<file path="src/hdl/obrnh_pkg.sv">
// ----------------------------------------------------------------------------
// obrnh_pkg
// Shared types, register codes, widths and fixed-point helpers of the
// oriented box ray nearest-hit unit.
// ----------------------------------------------------------------------------
`default_nettype none

package obrnh_pkg;

  // Configuration register indexes
  localparam int CFG_IDX_W = 3;
  localparam logic [CFG_IDX_W-1:0] REG_ORIGIN_X = 3'd0;
  localparam logic [CFG_IDX_W-1:0] REG_ORIGIN_Y = 3'd1;
  localparam logic [CFG_IDX_W-1:0] REG_ORIGIN_Z = 3'd2;
  localparam logic [CFG_IDX_W-1:0] REG_DIR_X    = 3'd3;
  localparam logic [CFG_IDX_W-1:0] REG_DIR_Y    = 3'd4;
  localparam logic [CFG_IDX_W-1:0] REG_DIR_Z    = 3'd5;
  localparam logic [CFG_IDX_W-1:0] REG_MAX_DIST = 3'd6;

  // Defaults for top-level parameters
  localparam int MAX_BOXES_DEF   = 4096;
  localparam int QUEUE_DEPTH_DEF = 2;

  // Field widths
  localparam int POSN_W = 32;   // Q16.16 positions
  localparam int DIR_W  = 16;   // Q2.14
  localparam int DIST_W = 31;   // unsigned Q15.16
  localparam int IDX_W  = 12;   // reported index
  localparam int POS_W  = 16;   // stream position carried through the queue
  localparam int OFF_W  = 33;   // origin minus center
  localparam int QA_W   = 17;   // negated quaternion component
  localparam int VEC_W  = 40;   // rotation operand / cross term
  localparam int PRD_W  = QA_W + VEC_W;
  localparam int LOC_W  = 42;   // rotated vector component
  localparam int NUM_W  = 56;   // slab numerator magnitude
  localparam int DEN_W  = 24;   // local direction magnitude

  localparam logic [DIR_W-1:0]  DIR_X_RST    = 16'd16384;
  localparam logic [DIST_W-1:0] MAX_DIST_RST = 31'd4194304;

  typedef struct packed {
    logic signed [POSN_W-1:0] org_x;
    logic signed [POSN_W-1:0] org_y;
    logic signed [POSN_W-1:0] org_z;
    logic signed [DIR_W-1:0]  dir_x;
    logic signed [DIR_W-1:0]  dir_y;
    logic signed [DIR_W-1:0]  dir_z;
    logic [DIST_W-1:0]        max_dist;
  } ray_cfg_t;

  typedef struct packed {
    logic signed [OFF_W-1:0] off_x;
    logic signed [OFF_W-1:0] off_y;
    logic signed [OFF_W-1:0] off_z;
    logic signed [DIR_W-1:0] rot_x;
    logic signed [DIR_W-1:0] rot_y;
    logic signed [DIR_W-1:0] rot_z;
    logic signed [DIR_W-1:0] rot_w;
    logic [DIST_W-1:0]       half_x;
    logic [DIST_W-1:0]       half_y;
    logic [DIST_W-1:0]       half_z;
    logic                    test;   // box goes through the slab test
    logic                    last;
    logic                    first;  // opens a new search
    logic [POS_W-1:0]        pos;
  } box_item_t;

  typedef struct packed {
    logic              hit;
    logic [IDX_W-1:0]  idx;
    logic [DIST_W-1:0] hit_dist;
  } result_t;

  // Signed 17 x 40 product
  function automatic logic signed [PRD_W-1:0] mul_qv(input logic signed [QA_W-1:0] a,
                                                     input logic signed [VEC_W-1:0] b);
    return a * b;
  endfunction

  // Divide by 2^14, round to nearest, ties away from zero
  function automatic logic signed [63:0] round14(input logic signed [63:0] x);
    logic [63:0] mag;
    logic [63:0] r;
    mag = x[63] ? (64'd0 - 64'(x)) : 64'(x);
    r   = (mag + 64'd8192) >> 14;
    return x[63] ? -$signed(r) : $signed(r);
  endfunction

endpackage

`default_nettype wire

</file>
<file path="src/hdl/obrnh_front.sv">
// ----------------------------------------------------------------------------
// obrnh_front
// Accepts box beats, computes the origin offset, classifies the box and
// tags it with its stream position before it enters the work queue.
// ----------------------------------------------------------------------------
`default_nettype none

module obrnh_front
  import obrnh_pkg::*;
#(
  parameter int MAX_BOXES = MAX_BOXES_DEF
) (
  input  wire logic                     clk,
  input  wire logic                     rst_n,
  input  wire ray_cfg_t                 ray,
  input  wire logic                     push,
  input  wire logic signed [POSN_W-1:0] center_x,
  input  wire logic signed [POSN_W-1:0] center_y,
  input  wire logic signed [POSN_W-1:0] center_z,
  input  wire logic signed [DIR_W-1:0]  rot_x,
  input  wire logic signed [DIR_W-1:0]  rot_y,
  input  wire logic signed [DIR_W-1:0]  rot_z,
  input  wire logic signed [DIR_W-1:0]  rot_w,
  input  wire logic [DIST_W-1:0]        half_x,
  input  wire logic [DIST_W-1:0]        half_y,
  input  wire logic [DIST_W-1:0]        half_z,
  input  wire logic                     skip,
  input  wire logic                     last,
  input  wire logic                     q_full,
  output logic                          q_wr,
  output box_item_t                     q_data
);

  localparam int CNT_W = (MAX_BOXES > 1) ? $clog2(MAX_BOXES) : 1;
  localparam logic [CNT_W-1:0] CNT_SAT = CNT_W'(MAX_BOXES - 1);

  logic [CNT_W-1:0] cnt_r;
  logic [CNT_W-1:0] cnt_nxt;

  assign q_wr = push && !q_full;

  // Build the queue entry
  always_comb begin
    q_data.off_x  = OFF_W'(ray.org_x) - OFF_W'(center_x);
    q_data.off_y  = OFF_W'(ray.org_y) - OFF_W'(center_y);
    q_data.off_z  = OFF_W'(ray.org_z) - OFF_W'(center_z);
    q_data.rot_x  = rot_x;
    q_data.rot_y  = rot_y;
    q_data.rot_z  = rot_z;
    q_data.rot_w  = rot_w;
    q_data.half_x = half_x;
    q_data.half_y = half_y;
    q_data.half_z = half_z;
    q_data.test   = !skip && (ray.max_dist != '0);
    q_data.last   = last;
    q_data.first  = (cnt_r == '0);
    q_data.pos    = POS_W'(cnt_r);
  end

  // Stream position: saturates, restarts after the last box
  always_comb begin
    cnt_nxt = cnt_r;
    if (q_wr) begin
      if (last) begin
        cnt_nxt = '0;
      end else if (cnt_r < CNT_SAT) begin
        cnt_nxt = cnt_r + 1'b1;
      end
    end
  end

  always_ff @(posedge clk) begin
    if (!rst_n) begin
      cnt_r <= '0;
    end else begin
      cnt_r <= cnt_nxt;
    end
  end

endmodule

`default_nettype wire

</file>
<file path="config.mk">
export PLATFORM = sky130hd
export DESIGN_NAME = obrnh_front
export DESIGN_NICKNAME = d
export VERILOG_FILES = /design/src/hdl/obrnh_pkg.sv /design/src/hdl/obrnh_front.sv
export SDC_FILE = /design/constraint.sdc
export NUM_CORES = 1
export LEC_CHECK = 0
export BUFFER_PORTS_ARGS = -buffer_cell sky130_fd_sc_hd__buf_2
export CAP_MARGIN = 40
export CORE_AREA = 2 2 278 280
export DETAILED_ROUTE_END_ITERATION = 10
export DIE_AREA = 0 0 280 282
export PLACE_DENSITY_LB_ADDON = 0.05
export SETUP_SLACK_MARGIN = 0.02
export SKIP_LAST_GASP = 1
export SLEW_MARGIN = 10
export SYNTH_ARGS = -nofsm -noshare
export SYNTH_HDL_FRONTEND = slang
export SYNTH_SLANG_ARGS = --single-unit
</file>
<file path="constraint.sdc">
create_clock -name clk -period 2.25 [get_ports clk]
set_input_delay 0.1125 -clock clk [delete_from_list [all_inputs] [get_ports clk]]
set_output_delay 0.1125 -clock clk [all_outputs]
set_load 0.02 [all_outputs]
</file>
==> report_table.html <==
<table>
<tr><th>Metric</th><th>Value</th></tr>
<tr><th colspan="2">Status</th></tr>
<tr><td>Outcome</td><td>finished, violations left</td></tr>
<tr><td>Violated checks</td><td>negative setup slack</td></tr>
<tr><th colspan="2">STA</th></tr>
<tr><td>Post-route clock skew</td><td>3.23 ps</td></tr>
<tr><td>Fmax</td><td>~0.37 GHz</td></tr>
<tr><td>Min cycle time layout</td><td>2680 ps</td></tr>
<tr><td>Worst-case hold slack</td><td>roughly 230 ps</td></tr>
<tr><td>Setup repair after global routing missed its margin</td><td>yes</td></tr>
<tr><td>Endpoints failing hold</td><td>0</td></tr>
<tr><td>Share of the clock period used by the worst path after layout</td><td>119%</td></tr>
<tr><td>Setup_tns</td><td>-11400 ps</td></tr>
<tr><td>Final Setup Violations</td><td>a little over 50</td></tr>
<tr><td>Setup WS post-layout</td><td>-434 ps</td></tr>
<tr><td>Final-report max-slew violation count</td><td>0</td></tr>
<tr><th colspan="2">Worst setup path</th></tr>
<tr><td>Buf+Inv Stages, Crit Path</td><td>5</td></tr>
<tr><td>Launching point of the worst reg2reg path</td><td>cnt_r[0]$_SDFFE_PN0P_</td></tr>
<tr><td>Worst Path Required</td><td>around 2100 ps</td></tr>
<tr><td>Worst reg-to-reg setup slack</td><td>310 ps</td></tr>
<tr><td>Crit Reg-Reg Endpoint</td><td>cnt_r[11]$_SDFFE_PN0P_</td></tr>
<tr><td>Critical path fanouts, max</td><td>3</td></tr>
<tr><td>Worst EP arrival</td><td>between 2000 and 3000 ps</td></tr>
<tr><td>Dominant delay contributor by cell family on the critical path</td><td>compound AO/OA/AOI/OAI gates</td></tr>
<tr><td>Crit end category</td><td>output pin</td></tr>
<tr><td>Slowest stage delay, CP</td><td>370 ps</td></tr>
<tr><td>Worst path most repeated cell</td><td>sky130_fd_sc_hd__buf_6</td></tr>
<tr><td>Launching element type of the critical path</td><td>primary input</td></tr>
<tr><td>Launch point of the worst path</td><td>ray[79]</td></tr>
<tr><td>Cell at the slowest stage of the critical path</td><td>sky130_fd_sc_hd__fa_2</td></tr>
<tr><td>Critical-path cell list</td><td>buf_8, inv_8, ha_4, fa_2, nor2b_2, o31a_1, nor4b_2, o31a_2, buf_4, buf_6, nand2_4, a21boi_4, nor4b_4, nor3_2, xnor2_2, buf_6</td></tr>
<tr><td>Class of the most critical setup path</td><td>in -&gt; out</td></tr>
<tr><td>Number of cells on the worst reg-to-reg path</td><td>10</td></tr>
<tr><th colspan="2">Detailed routing</th></tr>
<tr><td>Routed wire per std cell</td><td>15.1 um</td></tr>
<tr><td>Total number of vias</td><td>between 8000 and 9000</td></tr>
<tr><td>Length of the first detailed-routing pass in iterations</td><td>4</td></tr>
<tr><td>Per-cell via count in the routed design</td><td>~3.4</td></tr>
<tr><td>Initial drt markers</td><td>209</td></tr>
<tr><td>Antenna violation net count after detailed routing</td><td>0</td></tr>
<tr><td>Overall routed net length</td><td>~37000 um</td></tr>
<tr><td>Post-route DRC</td><td>0</td></tr>
<tr><th colspan="2">Yosys</th></tr>
<tr><td>Syn Area/Cell</td><td>between 6 and 7 um^2</td></tr>
<tr><td>Most frequently used flop master after synthesis</td><td>sky130_fd_sc_hd__dfxtp_1</td></tr>
<tr><td>Post-synthesis adder-cell area fraction</td><td>18.4%</td></tr>
<tr><td>Synthesized-area fraction occupied by and/or/nand/nor cells</td><td>16.6%</td></tr>
<tr><td>Part of the Yosys area used for sequential elements</td><td>between 3 and 4%</td></tr>
<tr><td>Synthesized-area fraction occupied by xor and xnor cells</td><td>roughly an eighth</td></tr>
<tr><td>Combinational family with the most area after synthesis</td><td>compound AO/OA/AOI/OAI gates</td></tr>
<tr><td>Post-synthesis instance area</td><td>between 0.006 and 0.007 mm^2</td></tr>
<tr><td>Proportion of register bits with asynchronous set or reset after synthesis</td><td>0%</td></tr>
<tr><td>Gate Count Post-Synth</td><td>1010</td></tr>
<tr><td>Multiplexer area fraction after synthesis</td><td>less than 1%</td></tr>
<tr><td>Yosys warning count</td><td>0</td></tr>
<tr><td>Count of state elements after synthesis</td><td>12</td></tr>
<tr><td>Number of distinct standard cells referenced by the synthesized netlist</td><td>60</td></tr>
<tr><td>Post-synth EDFFs</td><td>0</td></tr>
<tr><td>Synthesized-area fraction occupied by ao, oa, aoi and oai cells</td><td>25.0%</td></tr>
<tr><th colspan="2">Global route</th></tr>
<tr><td>Overall overflow remaining after global route</td><td>0</td></tr>
<tr><td>Largest net degree at the start of global routing</td><td>13</td></tr>
<tr><td>Gr usage total</td><td>around 8.9%</td></tr>
<tr><td>Fraction of met1 tracks used by global routing</td><td>between 10% and 20%</td></tr>
<tr><td>Global-route wire length before repair</td><td>54800 um</td></tr>
<tr><td>Met2 track demand over resource in global routing</td><td>between 10% and 20%</td></tr>
<tr><td>Most used routing layer</td><td>met2</td></tr>
<tr><td>Global-route track usage on met3</td><td>2.77%</td></tr>
<tr><td>Via count of the first global-routing pass</td><td>9158</td></tr>
<tr><td>Number of antenna violations at the first check in global routing</td><td>13</td></tr>
<tr><th colspan="2">Worst hold path</th></tr>
<tr><td>Endpoint of the worst hold-timing path</td><td>q_data[100]</td></tr>
<tr><td>Min-Delay Path Depth</td><td>0</td></tr>
<tr><td>Hold wc startpoint</td><td>half_x[19]</td></tr>
<tr><td>Type of the tightest min-delay check</td><td>in -&gt; out</td></tr>
<tr><th colspan="2">Die</th></tr>
<tr><td>Io pins</td><td>about 700</td></tr>
<tr><td>Std-Cell Core Area</td><td>between 0.07 and 0.08 mm^2</td></tr>
<tr><td>Cell row count</td><td>roughly 100</td></tr>
<tr><td>Die Area</td><td>approximately 0.08 mm^2</td></tr>
<tr><td>Width of the die</td><td>approximately 280 um</td></tr>
<tr><td>Starting density of the core</td><td>9.23%</td></tr>
<tr><td>Die extent in y</td><td>roughly 280 um</td></tr>
<tr><th colspan="2">Placed design</th></tr>
<tr><td>GP Congestion</td><td>about 0.72</td></tr>
<tr><td>Number of input and output port buffers inserted</td><td>roughly 340</td></tr>
<tr><td>HPWL after DPL</td><td>roughly 33000 um</td></tr>
<tr><th colspan="2">Clock network</th></tr>
<tr><td>Sinks on the clock net</td><td>12</td></tr>
<tr><td>Clock latency reported for the late side of the worst-skew pair</td><td>about 240 ps</td></tr>
<tr><td>Number of buffers added to fix hold violations after cts</td><td>0</td></tr>
<tr><td>Cell chosen for the clock root</td><td>sky130_fd_sc_hd__clkbuf_16</td></tr>
<tr><td>Clock tree from TritonCTS</td><td>done</td></tr>
<tr><td>Number of buffers on the longest clock path</td><td>2</td></tr>
<tr><td>Number of buffers created by CTS</td><td>3</td></tr>
<tr><td>Number of H-tree levels</td><td>1</td></tr>
<tr><th colspan="2">Final layout</th></tr>
<tr><td>Finished Core Util</td><td>between 15 and 20%</td></tr>
<tr><td>Share of layout cells above drive strength 1</td><td>around 57%</td></tr>
<tr><td>Biggest register</td><td>cnt_r</td></tr>
<tr><td>Number of filler cells placed in the layout</td><td>between 8000 and 9000</td></tr>
<tr><td>Max reg flops</td><td>12</td></tr>
<tr><td>Multi-input combinational cell area</td><td>between 0.006 and 0.007 mm^2</td></tr>
<tr><td>Flip-flop and latch area</td><td>about 240 um^2</td></tr>
<tr><td>Most frequent standard cell in the layout excluding fill and tap cells</td><td>sky130_fd_sc_hd__buf_4</td></tr>
<tr><td>Largest registers in the final layout</td><td>cnt_r x12</td></tr>
<tr><td>Number of nets in the final layout</td><td>1994</td></tr>
<tr><td>Top library cells by usage in the layout, fill and taps aside</td><td>286 x sky130_fd_sc_hd__buf_4, 262 x sky130_fd_sc_hd__buf_2, 107 x sky130_fd_sc_hd__inv_1, 73 x sky130_fd_sc_hd__ha_1, 64 x sky130_fd_sc_hd__buf_6</td></tr>
<tr><td>Synthesis-to-layout area growth</td><td>83.7%</td></tr>
<tr><th colspan="2">Run</th></tr>
<tr><td>Maximum capacitance violations</td><td>0</td></tr>
<tr><th colspan="2">Power and ir drop</th></tr>
<tr><td>Maximum ir drop on the vdd rail</td><td>0.161 mV</td></tr>
<tr><td>Total power</td><td>4.91 mW</td></tr>
<tr><td>Leakage power figure</td><td>roughly 6.2 nW</td></tr>
<tr><td>Pwr per Cell Area</td><td>~380 mW/mm^2</td></tr>
</table>
[logic make-up (layout without fill, tap and decap cells)]
family                     Yosys count  count (layout)
muxes                                1               1
buffers and inverters              298             742
xor gates and xnor gates            93              93
DFF                                 12              12
other                                1               5
and+or+nand+nor                    235             235
AOI/OAI and AO/OA                  269             269
adders and majority gates          101             101
[how the worst max path moves through the flow]
stage                   to  slack, ps  depth (start not counted)
2_1_floorplan  q_data[237]        -80                         12
3_3_place_gp   q_data[271]       -730                         13
3_5_place_dp   q_data[268]       -680                         13
4_1_cts        q_data[205]       -520                         14
5_1_grt        q_data[206]       -550                         14
6_report       q_data[198]       -430                         16
[synth_stat cells (4+ instances only)]
cell type / count / share of area [%]
sky130_fd_sc_hd__a21o_1: 41 / 4.4
sky130_fd_sc_hd__a21oi_1: 85 / 6.1
sky130_fd_sc_hd__a31oi_1: 18 / 1.6
sky130_fd_sc_hd__buf_4: 162 / 17
sky130_fd_sc_hd__clkbuf_1: 11 / 0.59
sky130_fd_sc_hd__dfxtp_1: 12 / 3.4
sky130_fd_sc_hd__ha_1: 98 / 18
sky130_fd_sc_hd__inv_1: 122 / 6.6
sky130_fd_sc_hd__nand2_1: 60 / 3.2
sky130_fd_sc_hd__nand2b_1: 12 / 1.1
sky130_fd_sc_hd__nand3_1: 22 / 1.6
sky130_fd_sc_hd__nand4_1: 13 / 1.2
sky130_fd_sc_hd__nor2_1: 63 / 3.4
sky130_fd_sc_hd__nor2b_1: 15 / 1.3
sky130_fd_sc_hd__nor3_1: 12 / 0.86
sky130_fd_sc_hd__nor4_1: 9 / 0.81
sky130_fd_sc_hd__o211ai_1: 7 / 0.75
sky130_fd_sc_hd__o21a_1: 14 / 1.5
sky130_fd_sc_hd__o21ai_0: 46 / 3.3
sky130_fd_sc_hd__o21ai_1: 7 / 0.50
sky130_fd_sc_hd__o21bai_1: 9 / 0.97
sky130_fd_sc_hd__o31a_1: 4 / 0.50
sky130_fd_sc_hd__o31ai_1: 5 / 0.54
sky130_fd_sc_hd__or2_2: 4 / 0.36
sky130_fd_sc_hd__or3_1: 5 / 0.45
sky130_fd_sc_hd__xnor2_1: 57 / 7.1
sky130_fd_sc_hd__xor2_1: 36 / 4.5
[stage by stage]
step	setup WS (ps)	cells	cell area [um^2]
2_1_floorplan	-80.7	1013	7280
3_3_place_gp	-727	2386	10700
3_5_place_dp	-678	2386	10700
4_1_cts	-516	2426	12200
5_1_grt	-546	2436	12800
6_report	-434	2436	12800
[area by class of cell]
type                       instances  share of cell area, %
antenna                            1                 0.0195
clock buffer                       3                  0.585
inverter                         122                   3.80
multi-input combinational        703                   51.0
sequential                        12                   1.87
tap                              978                   9.54
timing repair buffer             617                   33.2
[per-layer routing]
metal,up-vias,routed length (um)
met2,233,18400
li1,4187,-
met3,44,2600
met5,-,118
met1,3823,15300
met4,20,447
[worst register-to-register path, cell delays in order, from the launching register on]
cell and delay [ps]:
sky130_fd_sc_hd__dfxtp_1 400, sky130_fd_sc_hd__ha_1 240, sky130_fd_sc_hd__nand2_1 70, sky130_fd_sc_hd__nor2_1 140, sky130_fd_sc_hd__nand3b_1 90, sky130_fd_sc_hd__o21a_1 180
sky130_fd_sc_hd__and4_1 210, sky130_fd_sc_hd__nor2b_1 170, sky130_fd_sc_hd__nor2b_1 150, sky130_fd_sc_hd__xnor2_1 130, sky130_fd_sc_hd__nor2_1 50
[power by group]
group	internal, mW	leakage, nW	switching [mW]
registers	0.215	0.0968	0.00266
logic	2.12	6.08	2.26
clock network	0.231	0.0370	0.0894
[repair_timing]
| item | in CTS | in global routing |
|---|---|---|
| setup endpoints to repair | 69 | 68 |
| buffers inserted | 42 | 20 |
| gates resized for setup | 266 | 102 |
| pin swaps | 118 | 92 |
No activity file was read; power rests on OpenSTA's default activity.
