**config.mk**
```make
export PLATFORM = sky130hd
export DESIGN_NAME = obrnh_fifo
export DESIGN_NICKNAME = d
export VERILOG_FILES = /design/src/hdl/obrnh_pkg.sv /design/src/hdl/obrnh_fifo.sv
export SDC_FILE = /design/constraint.sdc
export NUM_CORES = 1
export LEC_CHECK = 0
export BUFFER_PORTS_ARGS = -buffer_cell sky130_fd_sc_hd__clkbuf_2
export CAP_MARGIN = 25
export CORE_ASPECT_RATIO = 0.7
export CORE_MARGIN = 4
export CORE_UTILIZATION = 48
export CTS_CLUSTER_SIZE = 28
export DETAILED_ROUTE_END_ITERATION = 7
export GPL_TIMING_DRIVEN = 0
export PLACE_DENSITY = 0.74
export SYNTH_ARGS = -nofsm -noshare
export SYNTH_HDL_FRONTEND = slang
export SYNTH_SLANG_ARGS = --single-unit
```
**constraint.sdc**
```tcl
create_clock -name clk -period 15.5 [get_ports clk]
set_input_delay 1.55 -clock clk [delete_from_list [all_inputs] [get_ports clk]]
set_output_delay 1.55 -clock clk [all_outputs]
set_load 0.1 [all_outputs]
```
**src/hdl/obrnh_pkg.sv**
```systemverilog
// ----------------------------------------------------------------------------
// obrnh_pkg
// Shared types, register codes, widths and fixed-point helpers of the
// oriented box ray nearest-hit unit.
// ----------------------------------------------------------------------------
`default_nettype none

package obrnh_pkg;

  // Configuration register indexes
  localparam int CFG_IDX_W = 3;
  localparam logic [CFG_IDX_W-1:0] REG_ORIGIN_X = 3'd0;
  localparam logic [CFG_IDX_W-1:0] REG_ORIGIN_Y = 3'd1;
  localparam logic [CFG_IDX_W-1:0] REG_ORIGIN_Z = 3'd2;
  localparam logic [CFG_IDX_W-1:0] REG_DIR_X    = 3'd3;
  localparam logic [CFG_IDX_W-1:0] REG_DIR_Y    = 3'd4;
  localparam logic [CFG_IDX_W-1:0] REG_DIR_Z    = 3'd5;
  localparam logic [CFG_IDX_W-1:0] REG_MAX_DIST = 3'd6;

  // Defaults for top-level parameters
  localparam int MAX_BOXES_DEF   = 4096;
  localparam int QUEUE_DEPTH_DEF = 2;

  // Field widths
  localparam int POSN_W = 32;   // Q16.16 positions
  localparam int DIR_W  = 16;   // Q2.14
  localparam int DIST_W = 31;   // unsigned Q15.16
  localparam int IDX_W  = 12;   // reported index
  localparam int POS_W  = 16;   // stream position carried through the queue
  localparam int OFF_W  = 33;   // origin minus center
  localparam int QA_W   = 17;   // negated quaternion component
  localparam int VEC_W  = 40;   // rotation operand / cross term
  localparam int PRD_W  = QA_W + VEC_W;
  localparam int LOC_W  = 42;   // rotated vector component
  localparam int NUM_W  = 56;   // slab numerator magnitude
  localparam int DEN_W  = 24;   // local direction magnitude

  localparam logic [DIR_W-1:0]  DIR_X_RST    = 16'd16384;
  localparam logic [DIST_W-1:0] MAX_DIST_RST = 31'd4194304;

  typedef struct packed {
    logic signed [POSN_W-1:0] org_x;
    logic signed [POSN_W-1:0] org_y;
    logic signed [POSN_W-1:0] org_z;
    logic signed [DIR_W-1:0]  dir_x;
    logic signed [DIR_W-1:0]  dir_y;
    logic signed [DIR_W-1:0]  dir_z;
    logic [DIST_W-1:0]        max_dist;
  } ray_cfg_t;

  typedef struct packed {
    logic signed [OFF_W-1:0] off_x;
    logic signed [OFF_W-1:0] off_y;
    logic signed [OFF_W-1:0] off_z;
    logic signed [DIR_W-1:0] rot_x;
    logic signed [DIR_W-1:0] rot_y;
    logic signed [DIR_W-1:0] rot_z;
    logic signed [DIR_W-1:0] rot_w;
    logic [DIST_W-1:0]       half_x;
    logic [DIST_W-1:0]       half_y;
    logic [DIST_W-1:0]       half_z;
    logic                    test;   // box goes through the slab test
    logic                    last;
    logic                    first;  // opens a new search
    logic [POS_W-1:0]        pos;
  } box_item_t;

  typedef struct packed {
    logic              hit;
    logic [IDX_W-1:0]  idx;
    logic [DIST_W-1:0] hit_dist;
  } result_t;

  // Signed 17 x 40 product
  function automatic logic signed [PRD_W-1:0] mul_qv(input logic signed [QA_W-1:0] a,
                                                     input logic signed [VEC_W-1:0] b);
    return a * b;
  endfunction

  // Divide by 2^14, round to nearest, ties away from zero
  function automatic logic signed [63:0] round14(input logic signed [63:0] x);
    logic [63:0] mag;
    logic [63:0] r;
    mag = x[63] ? (64'd0 - 64'(x)) : 64'(x);
    r   = (mag + 64'd8192) >> 14;
    return x[63] ? -$signed(r) : $signed(r);
  endfunction

endpackage

`default_nettype wire

```
**src/hdl/obrnh_fifo.sv**
```systemverilog
// ----------------------------------------------------------------------------
// obrnh_fifo
// Short work queue between the front and back parts.
// ----------------------------------------------------------------------------
`default_nettype none

module obrnh_fifo
  import obrnh_pkg::*;
#(
  parameter int DEPTH = QUEUE_DEPTH_DEF
) (
  input  wire logic      clk,
  input  wire logic      rst_n,
  input  wire logic      wr,
  input  wire box_item_t wdata,
  output logic           full,
  input  wire logic      rd,
  output box_item_t      rdata,
  output logic           empty
);

  localparam int AW = (DEPTH > 1) ? $clog2(DEPTH) : 1;
  localparam logic [AW:0] DEPTH_C = (AW + 1)'(DEPTH);

  box_item_t     slot_r [DEPTH];
  logic [AW-1:0] wp_r;
  logic [AW-1:0] rp_r;
  logic [AW:0]   cnt_r;

  assign full  = (cnt_r == DEPTH_C);
  assign empty = (cnt_r == '0);
  assign rdata = slot_r[rp_r];

  // Storage
  always_ff @(posedge clk) begin
    if (wr) begin
      slot_r[wp_r] <= wdata;
    end
  end

  // Pointers and fill count
  always_ff @(posedge clk) begin
    if (!rst_n) begin
      wp_r  <= '0;
      rp_r  <= '0;
      cnt_r <= '0;
    end else begin
      if (wr) begin
        wp_r <= (wp_r == AW'(DEPTH - 1)) ? '0 : wp_r + 1'b1;
      end
      if (rd) begin
        rp_r <= (rp_r == AW'(DEPTH - 1)) ? '0 : rp_r + 1'b1;
      end
      if (wr && !rd) begin
        cnt_r <= cnt_r + 1'b1;
      end else if (rd && !wr) begin
        cnt_r <= cnt_r - 1'b1;
      end
    end
  end

endmodule

`default_nettype wire

```
==> reports/results.ini, run 1 <==
[status]
run_status=completed

[final_layout]
drive_gt1_share_pct=61.9
final_core_util_pct=61.1
fin_area_um2=26600
syn_to_final_growth_pct=26.0
fill_cells=3122
final_nets=1781

[logic_synthesis]
synth_cell_types=18
ys_warn_count=0
synth_edf_count=550
ys.flop_type=edfxtp_1
synth_area_um2=21100
ys_seq_area_share_pct=78.6
synthCells=878
ys_top_cells_by_area=edfxtp_1, mux2_4, mux2_2
synth_fp_nets=1158
async_reset_ff_share_pct=0
synth_area_leader_cell=edfxtp_1
synth.most_common_cell=edfxtp_1
synth_seq_cells=555
ys_top_cells_by_count=edfxtp_1, mux2_4, mux2_2, buf_6, buf_8
avgSynthCellArea_um2=24.1
yosysTopAreaCellShare_pct=78.1

[floorplan]
die_h_um=184
top_level_ports=556
die-area_um2=47500
die_x_um=259
core-area_um2=43600
rows=64
start_util_pct=48.5

[clock_tree]
cts_buffer_depth=3
htree_levels=2
path_clk_slew_ns=0.07
cts.sinks=555
clk_root_buffer_cell=clkbuf_16
cts.repair.resized=0
insertion_delay_ns=0.57
post-cts-setup-buffers=0
hold_buffers=0
cts_tree=built
numCtsBuffers=52

[place]
io_buffers=555
postPlaceCellArea_um2=25000
dp.final_hpwl_um=33500
gp_congestion=0.811
pre_cts_ws_ns=11.63

[timing]
timing.slew.headroom_pct=49.6
fmax_mhz=269
rsz0062_at_grt=false
timing.hold.ws_ns=0.525
setup_violations=0
final.setup.worst_slack_ns=11.78
period_needed_ns=3.72
clock_skew_ns=0.0245
tns_ns=0
worst_pin_slew_ns=0.755
fin_crit_sh_pct=24.0
drv_slew=0
finalHoldViolations=0

[critical_path]
reg2reg_slack_ns=13.06
critPathTopFamily=buffers and inverters
critPathSlowestCell=clkbuf_2
critPathKind=flip-flop to primary output
r2r_end=slot_r[0][34]
required_ns=13.95
cp-end-kind=primary output
max_stage_delay_ns=0.40
worst-path-stages=5
crit_buf_inv=4
reg2reg_depth=6
start_kind=flip-flop
cp_max_fo=10
crit_chain=buf_6, buf_8, buf_8, mux2_4, clkbuf_2
crit_top_cell=buf_8
arrival_ns=2.17
worst_r2r_startpoint=wp_r

[global_routing]
grt_max_degree=66
grt_pass1_wl_um=65900
grt-ovfl-total=0
antenna_found_initial=4
grt_usage_pct=18.3
first_global_vias=11100

[pwr]
power.leakage_nw=10.7
comb_power_share_pct=23.7
irDropWorstVdd_mv=0.124
p_clk_share_pct=31.4
p_sw_mw=1.26
power_frac_seq_pct=44.9
powerDensity_nw_per_um2=147
p_int_mw=2.65
netSwitchingFraction_pct=32.1

[worst_hold_path]
min_path_cells=2
hold_path.class=flip-flop to flip-flop
hp-start=cnt_r[1]
hold_end=cnt_r[1]

[drt]
dr.pass1.iters=4
vias_per_cell=4.93
antenna_left=0
wl_per_cell_um=21.6
dr.first_iter.drc_count=529
via_count=10500
drt_wl_total_um=46100
drc_errors=0

[run]
drv_cap=0

worst reg2reg max path, stage by stage (launching register included):
cell     delay, ns
dfxtp_1       0.34
nor2b_4       0.61
buf_16        0.26
buf_12        0.24
buf_12        0.23
buf_12        0.25
buf_16        0.19
sequential cells by signal, summed over array words and instances, names as in the netlist, named ones only:
signal,flops
slot_r,550
rp_r,1
wp_r,1
cnt_r,2
cell usage in the layout (no fill, tap or decap), types with 3 or more instances in the layout:
master,netlist,final
clkbuf_2,0,555
edfxtp_1,550,550
mux2_4,250,250
clkbuf_16,0,53
mux2_2,25,25
buf_6,17,17
buf_8,12,12
clkbuf_1,0,8
clkinv_2,0,7
clkinv_1,0,7
buf_12,0,7
buf_16,0,7
dfxtp_1,5,5
bufinv_16,0,5
diode_2,0,4
clkinvlp_4,0,4
and2_1,4,3
power by group through the flow:
stage / Sequential (mW) / Clock (mW) / Combinational [mW]
after floorplan: 1.81 / 0 / 0.773
after global placement: 1.83 / 0 / 0.915
after detailed placement: 1.79 / 0 / 0.935
after CTS: 1.76 / 1.26 / 0.937
after global routing: 1.76 / 1.32 / 0.955
final: 1.76 / 1.23 / 0.929
routing by layer:
layer / GRT usage [%] / vias to the layer above / share of wire (%) / routed length [µm]
met5: 0 / - / 0 / 0
li1: - / 4783 / - / -
met1: 20.4 / 5256 / 36 / 16500
met2: 33.4 / 378 / 53 / 24400
met3: 6.40 / 89 / 8.4 / 3880
met4: 5.48 / 0 / 2.8 / 1290
worst max-delay path by stage:
stage,to,slack (ns)
after floorplan,wp_r,1.08
after global placement,wp_r,-6.14
after detailed placement,slot_r[0][77],11.63
after CTS,rdata[88],11.69
after global routing,rdata[88],11.67
final,rdata[88],11.78
through the flow:
step                      cells  power, mW
after floorplan             878       2.58
after global placement     2027       2.74
after detailed placement   2041       2.72
after CTS                  2128       3.95
after global routing       2130       4.04
final                      2132       3.91
final cells by class:
class,instances,area (µm²),share of cell area (%)
plain buffers,31,382,1.43
multi-input cells,291,4160,15.6
clock inverters,26,270,1.01
flip-flops and latches,555,16600,62.4
diodes,4,10.0,0.0376
well taps,594,743,2.79
clock buffers,61,1360,5.09
inverters,1,3.75,0.0141
repair buffers,569,3110,11.7
cells by family after synthesis:
| kind of cell | after synthesis | share of synthesized area (%) |
|---|---|---|
| flops | 555 | 78.6 |
| mux | 275 | 19.1 |
| buf+inv | 32 | 1.82 |
| simple gates | 9 | 0.254 |
| compound gates | 3 | 0.0947 |
| xor+xnor | 3 | 0.124 |
| fa+ha+maj | 1 | 0.0592 |
(Power assumes the default switching activity.)
==> run 2: changes to the inputs <==
--- a/config.mk
+++ b/config.mk
@@ -5,15 +5,16 @@
 export SDC_FILE = /design/constraint.sdc
 export NUM_CORES = 1
 export LEC_CHECK = 0
+export ABC_AREA = 1
 export BUFFER_PORTS_ARGS = -buffer_cell sky130_fd_sc_hd__clkbuf_2
 export CAP_MARGIN = 25
 export CORE_ASPECT_RATIO = 0.7
 export CORE_MARGIN = 4
-export CORE_UTILIZATION = 48
+export CORE_UTILIZATION = 47
 export CTS_CLUSTER_SIZE = 28
 export DETAILED_ROUTE_END_ITERATION = 7
 export GPL_TIMING_DRIVEN = 0
-export PLACE_DENSITY = 0.74
+export PLACE_DENSITY = 0.76
 export SYNTH_ARGS = -nofsm -noshare
 export SYNTH_HDL_FRONTEND = slang
 export SYNTH_SLANG_ARGS = --single-unit
==> constraint.sdc (replaced) <==
create_clock -name clk -period 3.3 [get_ports clk]
set_input_delay 0.33 -clock clk [delete_from_list [all_inputs] [get_ports clk]]
set_output_delay 0.33 -clock clk [all_outputs]
set_load 0.1 [all_outputs]
==> run 2 against run 1 <==
  * Non-clock buffer count increased by 282
  * Largest cell class unchanged
  * Routed wire length increased by 17%
  * Worst hold slack got worse by 0.39 ns
  * Register-to-register slack got worse by 12 ns
  * Via count increased by 15%
  * Global-route usage increased by 4.0 points
  * Total power increased to 4.6 times the previous value
  * First-iteration DRC count increased by 40%
  * Combinational power increased to 4.3 times the previous value
==> reports/results.ini, run 2 <==
[critical_path]
reg2reg_depth=6  ; unchanged
cp-end-kind=primary output
r2r_end=slot_r[0][242]
crit_chain=buf_6, buf_6, buf_6, mux2_2, clkbuf_2
max_stage_delay_ns=0.41  ; about the same
required_ns=2.97  ; -10.98 ns
crit_buf_inv=4  ; unchanged
reg2reg_slack_ns=0.94  ; -12.12 ns
cp_max_fo=10  ; unchanged
crit_top_cell=buf_6
arrival_ns=2.22  ; +0.05 ns
critPathSlowestCell=mux2_2
start_kind=flip-flop
critPathTopFamily=buffers and inverters
critPathKind=flip-flop to primary output
worst_r2r_startpoint=wp_r

[logic_synthesis]
synth_fp_nets=1171  ; +1.1%
synthCells=891  ; +1.5%
synth_cell_types=15  ; -3
async_reset_ff_share_pct=0  ; unchanged
ys_warn_count=0  ; unchanged
ys.flop_type=edfxtp_1
synth_edf_count=550  ; unchanged
yosysTopAreaCellShare_pct=81.6  ; +3.5 points
ys_top_cells_by_area=edfxtp_1, mux2_2, buf_6
synth_area_um2=20300  ; -4.2%
synth.most_common_cell=edfxtp_1
ys_seq_area_share_pct=82.0  ; +3.5 points
ys_top_cells_by_count=edfxtp_1, mux2_2, buf_6, mux2_4, nor2_1
synth_seq_cells=555  ; unchanged
avgSynthCellArea_um2=22.7  ; -5.6%
synth_area_leader_cell=edfxtp_1

[timing]
period_needed_ns=2.55
timing.hold.ws_ns=0.138  ; -0.387 ns
drv_slew=0  ; unchanged
fmax_mhz=393
worst_pin_slew_ns=0.669  ; -0.0855 ns
fin_crit_sh_pct=77.2
rsz0062_at_grt=false
clock_skew_ns=0.0180  ; -0.00641 ns
timing.slew.headroom_pct=55.3  ; +5.7 points
finalHoldViolations=0  ; unchanged
setup_violations=0  ; unchanged
tns_ns=0  ; unchanged

[final_layout]
syn_to_final_growth_pct=41.1
largest_reg_flops=550  ; unchanged
fin_cells=2395  ; +12%
final_cell_mix=clkbuf_2, edfxtp_1, dlygate4sd3_1, mux2_2, clkbuf_16
mostFrequentLayoutCell=clkbuf_2
final_nets=2075  ; +17%
drive_gt1_share_pct=52.3  ; -9.6 points
top_register=slot_r
fin_area_um2=28600  ; +7.3%
reg_top3=slot_r (550), cnt_r (2)
final_core_util_pct=67.3  ; +6.2 points

[floorplan]
rows=63  ; -1.6%
die-area_um2=46500  ; -2.1%
die_h_um=182  ; -1.1%
die_x_um=256  ; -1.1%
top_level_ports=556  ; unchanged
core-area_um2=42500  ; -2.6%
start_util_pct=47.7  ; -0.79 points

[global_routing]
grt_usage_pct=22.3  ; +4.0 points
grt_pass1_wl_um=79600  ; +21%
grt_max_degree=43  ; -35%
grt-ovfl-total=0  ; unchanged
antenna_found_initial=3  ; -1
first_global_vias=13400  ; +20%

[worst_hold_path]
min_path_cells=3  ; +1
hold_path.class=primary input to flip-flop
hp-start=wr
hold_end=wp_r

[pwr]
p_int_mw=12.4  ; +370%
irDropWorstVdd_mv=0.501  ; +310%
powerDensity_nw_per_um2=633  ; +330%
comb_power_share_pct=22.1  ; -1.6 points
p_sw_mw=5.75  ; +360%
netSwitchingFraction_pct=31.7  ; -0.40 points
power_frac_seq_pct=45.6  ; +0.7 points
p_clk_share_pct=32.2  ; +0.8 points
power.leakage_nw=11.0  ; +3.4%

[drt]
via_count=12100  ; +15%
drc_errors=0  ; unchanged
dr.first_iter.drc_count=738  ; +40%
vias_per_cell=5.06  ; +2.7%
antenna_left=0  ; unchanged
dr.pass1.iters=5  ; +1
wl_per_cell_um=22.4  ; +3.8%
drt_wl_total_um=53700  ; +17%

[clock_tree]
cts_tree=built
insertion_delay_ns=0.56  ; about the same
numCtsBuffers=51  ; -1.9%
path_clk_slew_ns=0.07  ; about the same
post-cts-setup-buffers=0  ; unchanged
clk_root_buffer_cell=clkbuf_16
cts_buffer_depth=3  ; unchanged
cts.sinks=555  ; unchanged
htree_levels=2  ; unchanged

[place]
postPlaceCellArea_um2=24200  ; -3.4%
io_buffers=555  ; unchanged
place_inst=2017  ; -1.2%
dp.final_hpwl_um=33400  ; -0.39%
gp_congestion=0.813  ; +0.27%

[run]
drv_cap=0  ; unchanged

[status]
run_status=completed

==> run 2: cell types whose count changed after synthesis, moves of 2 or more <==
| cell | before | now |
|---|---|---|
| and2_1 | 4 | 0 |
| buf_6 | 17 | 29 |
| buf_8 | 12 | 0 |
| inv_1 | 1 | 8 |
| mux2_2 | 25 | 254 |
| mux2_4 | 250 | 20 |
| nand2_1 | 0 | 8 |
| nor2_1 | 1 | 9 |
| nor2b_1 | 3 | 0 |
| xor2_1 | 2 | 0 |
==> run 2: tightest hold or removal path, cell delays in order <==
cell,delay (ns)
clkbuf_2,0.18
nor2_1,0.12
nor2_1,0.05
==> run 2: final cells by class <==
| cell class | count | area (µm²) |
|---|---|---|
| flip-flops and latches | 555 | 16600 |
| fillers | 2621 | 13900 |
| repair buffers | 851 | 5970 |
| multi-input cells | 297 | 3280 |
| clock buffers | 57 | 1300 |
| well taps | 552 | 691 |
| plain buffers | 31 | 337 |
| clock inverters | 39 | 334 |
| inverters | 8 | 46.3 |
| diodes | 5 | 12.5 |
==> run 2: cell families after synthesis <==
family	count (synthesis)	share of synthesized area, %
simple gates	19	0.371
flops	555	82.0
compound gates	2	0.0494
fa+ha+maj	1	0.0618
buf+inv	39	1.81
mux	275	15.7
==> run 2: how the worst max path moves through the flow <==
stage	end	cells past startpoint	slack, ns	start
2_1_floorplan	slot_r[1][0]	2	-1.61	wp_r
3_3_place_gp	slot_r[1][237]	3	-4.29	wr
3_5_place_dp	slot_r[0][237]	8	0.67	wr
4_1_cts	rdata[57]	5	0.69	flip-flop
5_1_grt	rdata[50]	5	0.66	flip-flop
6_report	rdata[50]	5	0.75	flip-flop
==> run 2: timing repair <==
item / 4_1_cts / 5_1_grt
hold endpoints to repair: 552 / 0
resized for setup: 0 / 0
hold buffers: 277 / 0
==> run 2: metal layers <==
| metal | share of wire, % | vias up | GRT usage (%) |
|---|---|---|---|
| li1 | - | 5387 | - |
| met1 | 35 | 6087 | 24.8 |
| met2 | 54 | 515 | 41.6 |
| met3 | 6.6 | 132 | 5.48 |
| met4 | 3.8 | 0 | 8.20 |
| met5 | 0 | - | 0 |
==> run 2: power by group through the flow <==
stage | clock, mW | sequential, mW | combinational (mW)
floorplan | 0 | 8.42 | 2.95
global placement | 0 | 8.46 | 3.58
detailed placement | 0 | 8.40 | 3.69
CTS | 5.93 | 8.25 | 3.99
global route | 6.29 | 8.28 | 4.12
finish | 5.83 | 8.26 | 4.01
==> run 2: stage by stage <==
stage / total power [mW] / worst slack, ns
2_1_floorplan: 11.4 / -1.61
3_3_place_gp: 12.0 / -4.29
3_5_place_dp: 12.1 / 0.670
4_1_cts: 18.2 / 0.686
5_1_grt: 18.7 / 0.657
6_report: 18.1 / 0.753
==> run 3: changes to the inputs <==
--- a/config.mk
+++ b/config.mk
@@ -10,11 +10,11 @@
 export CAP_MARGIN = 25
 export CORE_ASPECT_RATIO = 0.7
 export CORE_MARGIN = 4
-export CORE_UTILIZATION = 47
+export CORE_UTILIZATION = 48
 export CTS_CLUSTER_SIZE = 28
 export DETAILED_ROUTE_END_ITERATION = 7
 export GPL_TIMING_DRIVEN = 0
-export PLACE_DENSITY = 0.76
+export PLACE_DENSITY = 0.74
 export SYNTH_ARGS = -nofsm -noshare
 export SYNTH_HDL_FRONTEND = slang
 export SYNTH_SLANG_ARGS = --single-unit
==> constraint.sdc (replaced) <==
create_clock -name clk -period 2.65 [get_ports clk]
set_input_delay 0.265 -clock clk [delete_from_list [all_inputs] [get_ports clk]]
set_output_delay 0.265 -clock clk [all_outputs]
set_load 0.1 [all_outputs]
==> run 3 against run 2 <==
  * Critical path depth unchanged
  * Register-to-register slack lost 0.37 ns
  * Die area is 2.0% lower
  * Worst hold slack improved by 0.0012 ns
  * Clock-buffer cell count is 6 higher
  * Sequential power increased by 25%
  * Clock power rose by 22%
  * Critical endpoint is now rdata[36]
==> reports/results.ini, run 3 (synthesis gave the netlist of run 2 again) <==
[status]
run_status=completed

[clock_tree]
numCtsBuffers=52  ; +2.0%
cts.sinks=555  ; unchanged
path_clk_slew_ns=0.06  ; about the same
htree_levels=2  ; unchanged
clk_root_buffer_cell=clkbuf_16
post-cts-setup-buffers=0  ; unchanged
hold_buffers=278  ; +0.36%
cts_tree=built
cts.repair.resized=0  ; unchanged
cts_buffer_depth=3  ; unchanged
insertion_delay_ns=0.56  ; about the same

[floorplan]
die-area_um2=45600  ; -2.0%
die_x_um=254  ; -1.0%
rows=62  ; -1.6%
core-area_um2=41300  ; -2.7%
die_h_um=180  ; -1.0%
start_util_pct=49.0  ; +1.3 points
top_level_ports=556  ; unchanged

[global_routing]
grt_usage_pct=22.9  ; +0.61 points
grt_max_degree=41  ; -4.7%
first_global_vias=13400  ; -0.28%
grt-ovfl-total=0  ; unchanged
grt_pass1_wl_um=80100  ; +0.61%
antenna_found_initial=4  ; +1

[timing]
drv_slew=0  ; unchanged
tns_ns=0  ; unchanged
period_needed_ns=2.44
fmax_mhz=409
fin_crit_sh_pct=92.3
timing.slew.headroom_pct=57.7  ; +2.4 points
clock_skew_ns=0.0107  ; -0.00733 ns
finalHoldViolations=0  ; unchanged
rsz0062_at_grt=false
setup_violations=0  ; unchanged
worst_pin_slew_ns=0.633  ; -0.0360 ns

[final_layout]
fin_cells=2382  ; -0.54%
largest_reg_flops=550  ; unchanged
fin_area_um2=28500  ; -0.37%
register_area_um2=16600  ; unchanged
reg_top3=slot_r (550), cnt_r (2)
final_nets=2076  ; +0.048%
final_core_util_pct=68.9  ; +1.6 points
fill_cells=2559  ; -2.4%
syn_to_final_growth_pct=40.6
multi_input_area_um2=3280  ; unchanged
mostFrequentLayoutCell=clkbuf_2
final_cell_mix=clkbuf_2, edfxtp_1, dlygate4sd3_1, mux2_2, clkbuf_16
drive_gt1_share_pct=51.9  ; -0.38 points
top_register=slot_r

[place]
io_buffers=555  ; unchanged
postPlaceCellArea_um2=24100  ; -0.27%
place_inst=2008  ; -0.45%
gp_congestion=0.801  ; -1.5%
dp.final_hpwl_um=34200  ; +2.4%

[pwr]
total_power_mw=22.4  ; +24%
power.leakage_nw=11.0  ; -0.37%
irDropWorstVdd_mv=0.745  ; +49%
powerDensity_nw_per_um2=786  ; +24%

[worst_hold_path]
min_path_cells=3  ; unchanged
hold_path.class=primary input to flip-flop

[drt]
via_count=12100  ; -0.41%
wl_per_cell_um=22.6  ; +0.60%
drt_wl_total_um=53700  ; about the same
dr.first_iter.drc_count=710  ; -3.8%
drc_errors=0  ; unchanged
vias_per_cell=5.07  ; +0.13%
dr.pass1.iters=5  ; unchanged
antenna_left=0  ; unchanged

[critical_path]
reg2reg_depth=5  ; -1
cp-end-kind=primary output
reg2reg_slack_ns=0.57  ; -0.37 ns
worst_r2r_startpoint=wp_r
start_kind=flip-flop
crit_end=rdata[36]
cp_max_fo=10  ; unchanged
required_ns=2.38  ; -0.59 ns
arrival_ns=2.18  ; -0.04 ns
critPathKind=flip-flop to primary output
r2r_end=slot_r[1][18]

[run]
drv_cap=0  ; unchanged

==> run 3: cell types whose count changed in the layout (fill, tap and decap cells not counted), sizes merged <==
cell	change
clkbuf	+6
clkinv	-4
inv	-3
bufinv	-2
buf	-1
clkinvlp	-1
diode	-1
dlygate4sd3	+1
==> run 3: metrics by stage <==
stage | setup slack, ns | hold WS [ns]
floorplan | -2.26 | 0.364
global placement | -4.92 | 0.454
detailed placement | 0.483 | 0.457
CTS | 0.130 | 0.0944
global route | 0.100 | 0.151
finish | 0.205 | 0.140
==> run 3: how the worst min path moves through the flow <==
stage                          start        endpoint
final                             wr        cnt_r[0]
after global routing              wr        cnt_r[0]
after CTS                         wr        cnt_r[0]
after detailed placement  wdata[263]  slot_r[0][263]
after global placement    wdata[209]  slot_r[0][209]
after floorplan             wdata[0]    slot_r[0][0]
==> run 3: cell type report <==
cell class                 count  area share, %
sequential                   555           58.3
tap                          544           2.39
multi-input combinational    297           11.5
buffer                        31           1.18
timing repair buffer         851           20.8
clock buffer                  63           4.79
clock inverter                29          0.778
antenna                        4         0.0351
inverter                       8          0.119
==> run 3: routing by layer <==
metal  vias to the layer above  wire, µm  global-route usage [%]
met5                         -         0                       0
met4                         0      2310                    8.84
met3                       145      3610                    5.46
met2                       492     28600                    41.6
met1                      6075     19300                    26.2
li1                       5359         -                       -
==> run 3: critical path: stages (launching register included) <==
cell and delay [ns]:
dfxtp_1 0.32, buf_6 0.13, buf_6 0.20, buf_6 0.19, mux2_2 0.37, clkbuf_2 0.40
==> run 3: power breakdown <==
group / total, mW / internal [mW] / switching, mW
clock: 7.11 / 3.95 / 3.16
sequential: 10.3 / 10.2 / 0.118
combinational: 4.98 / 1.17 / 3.81
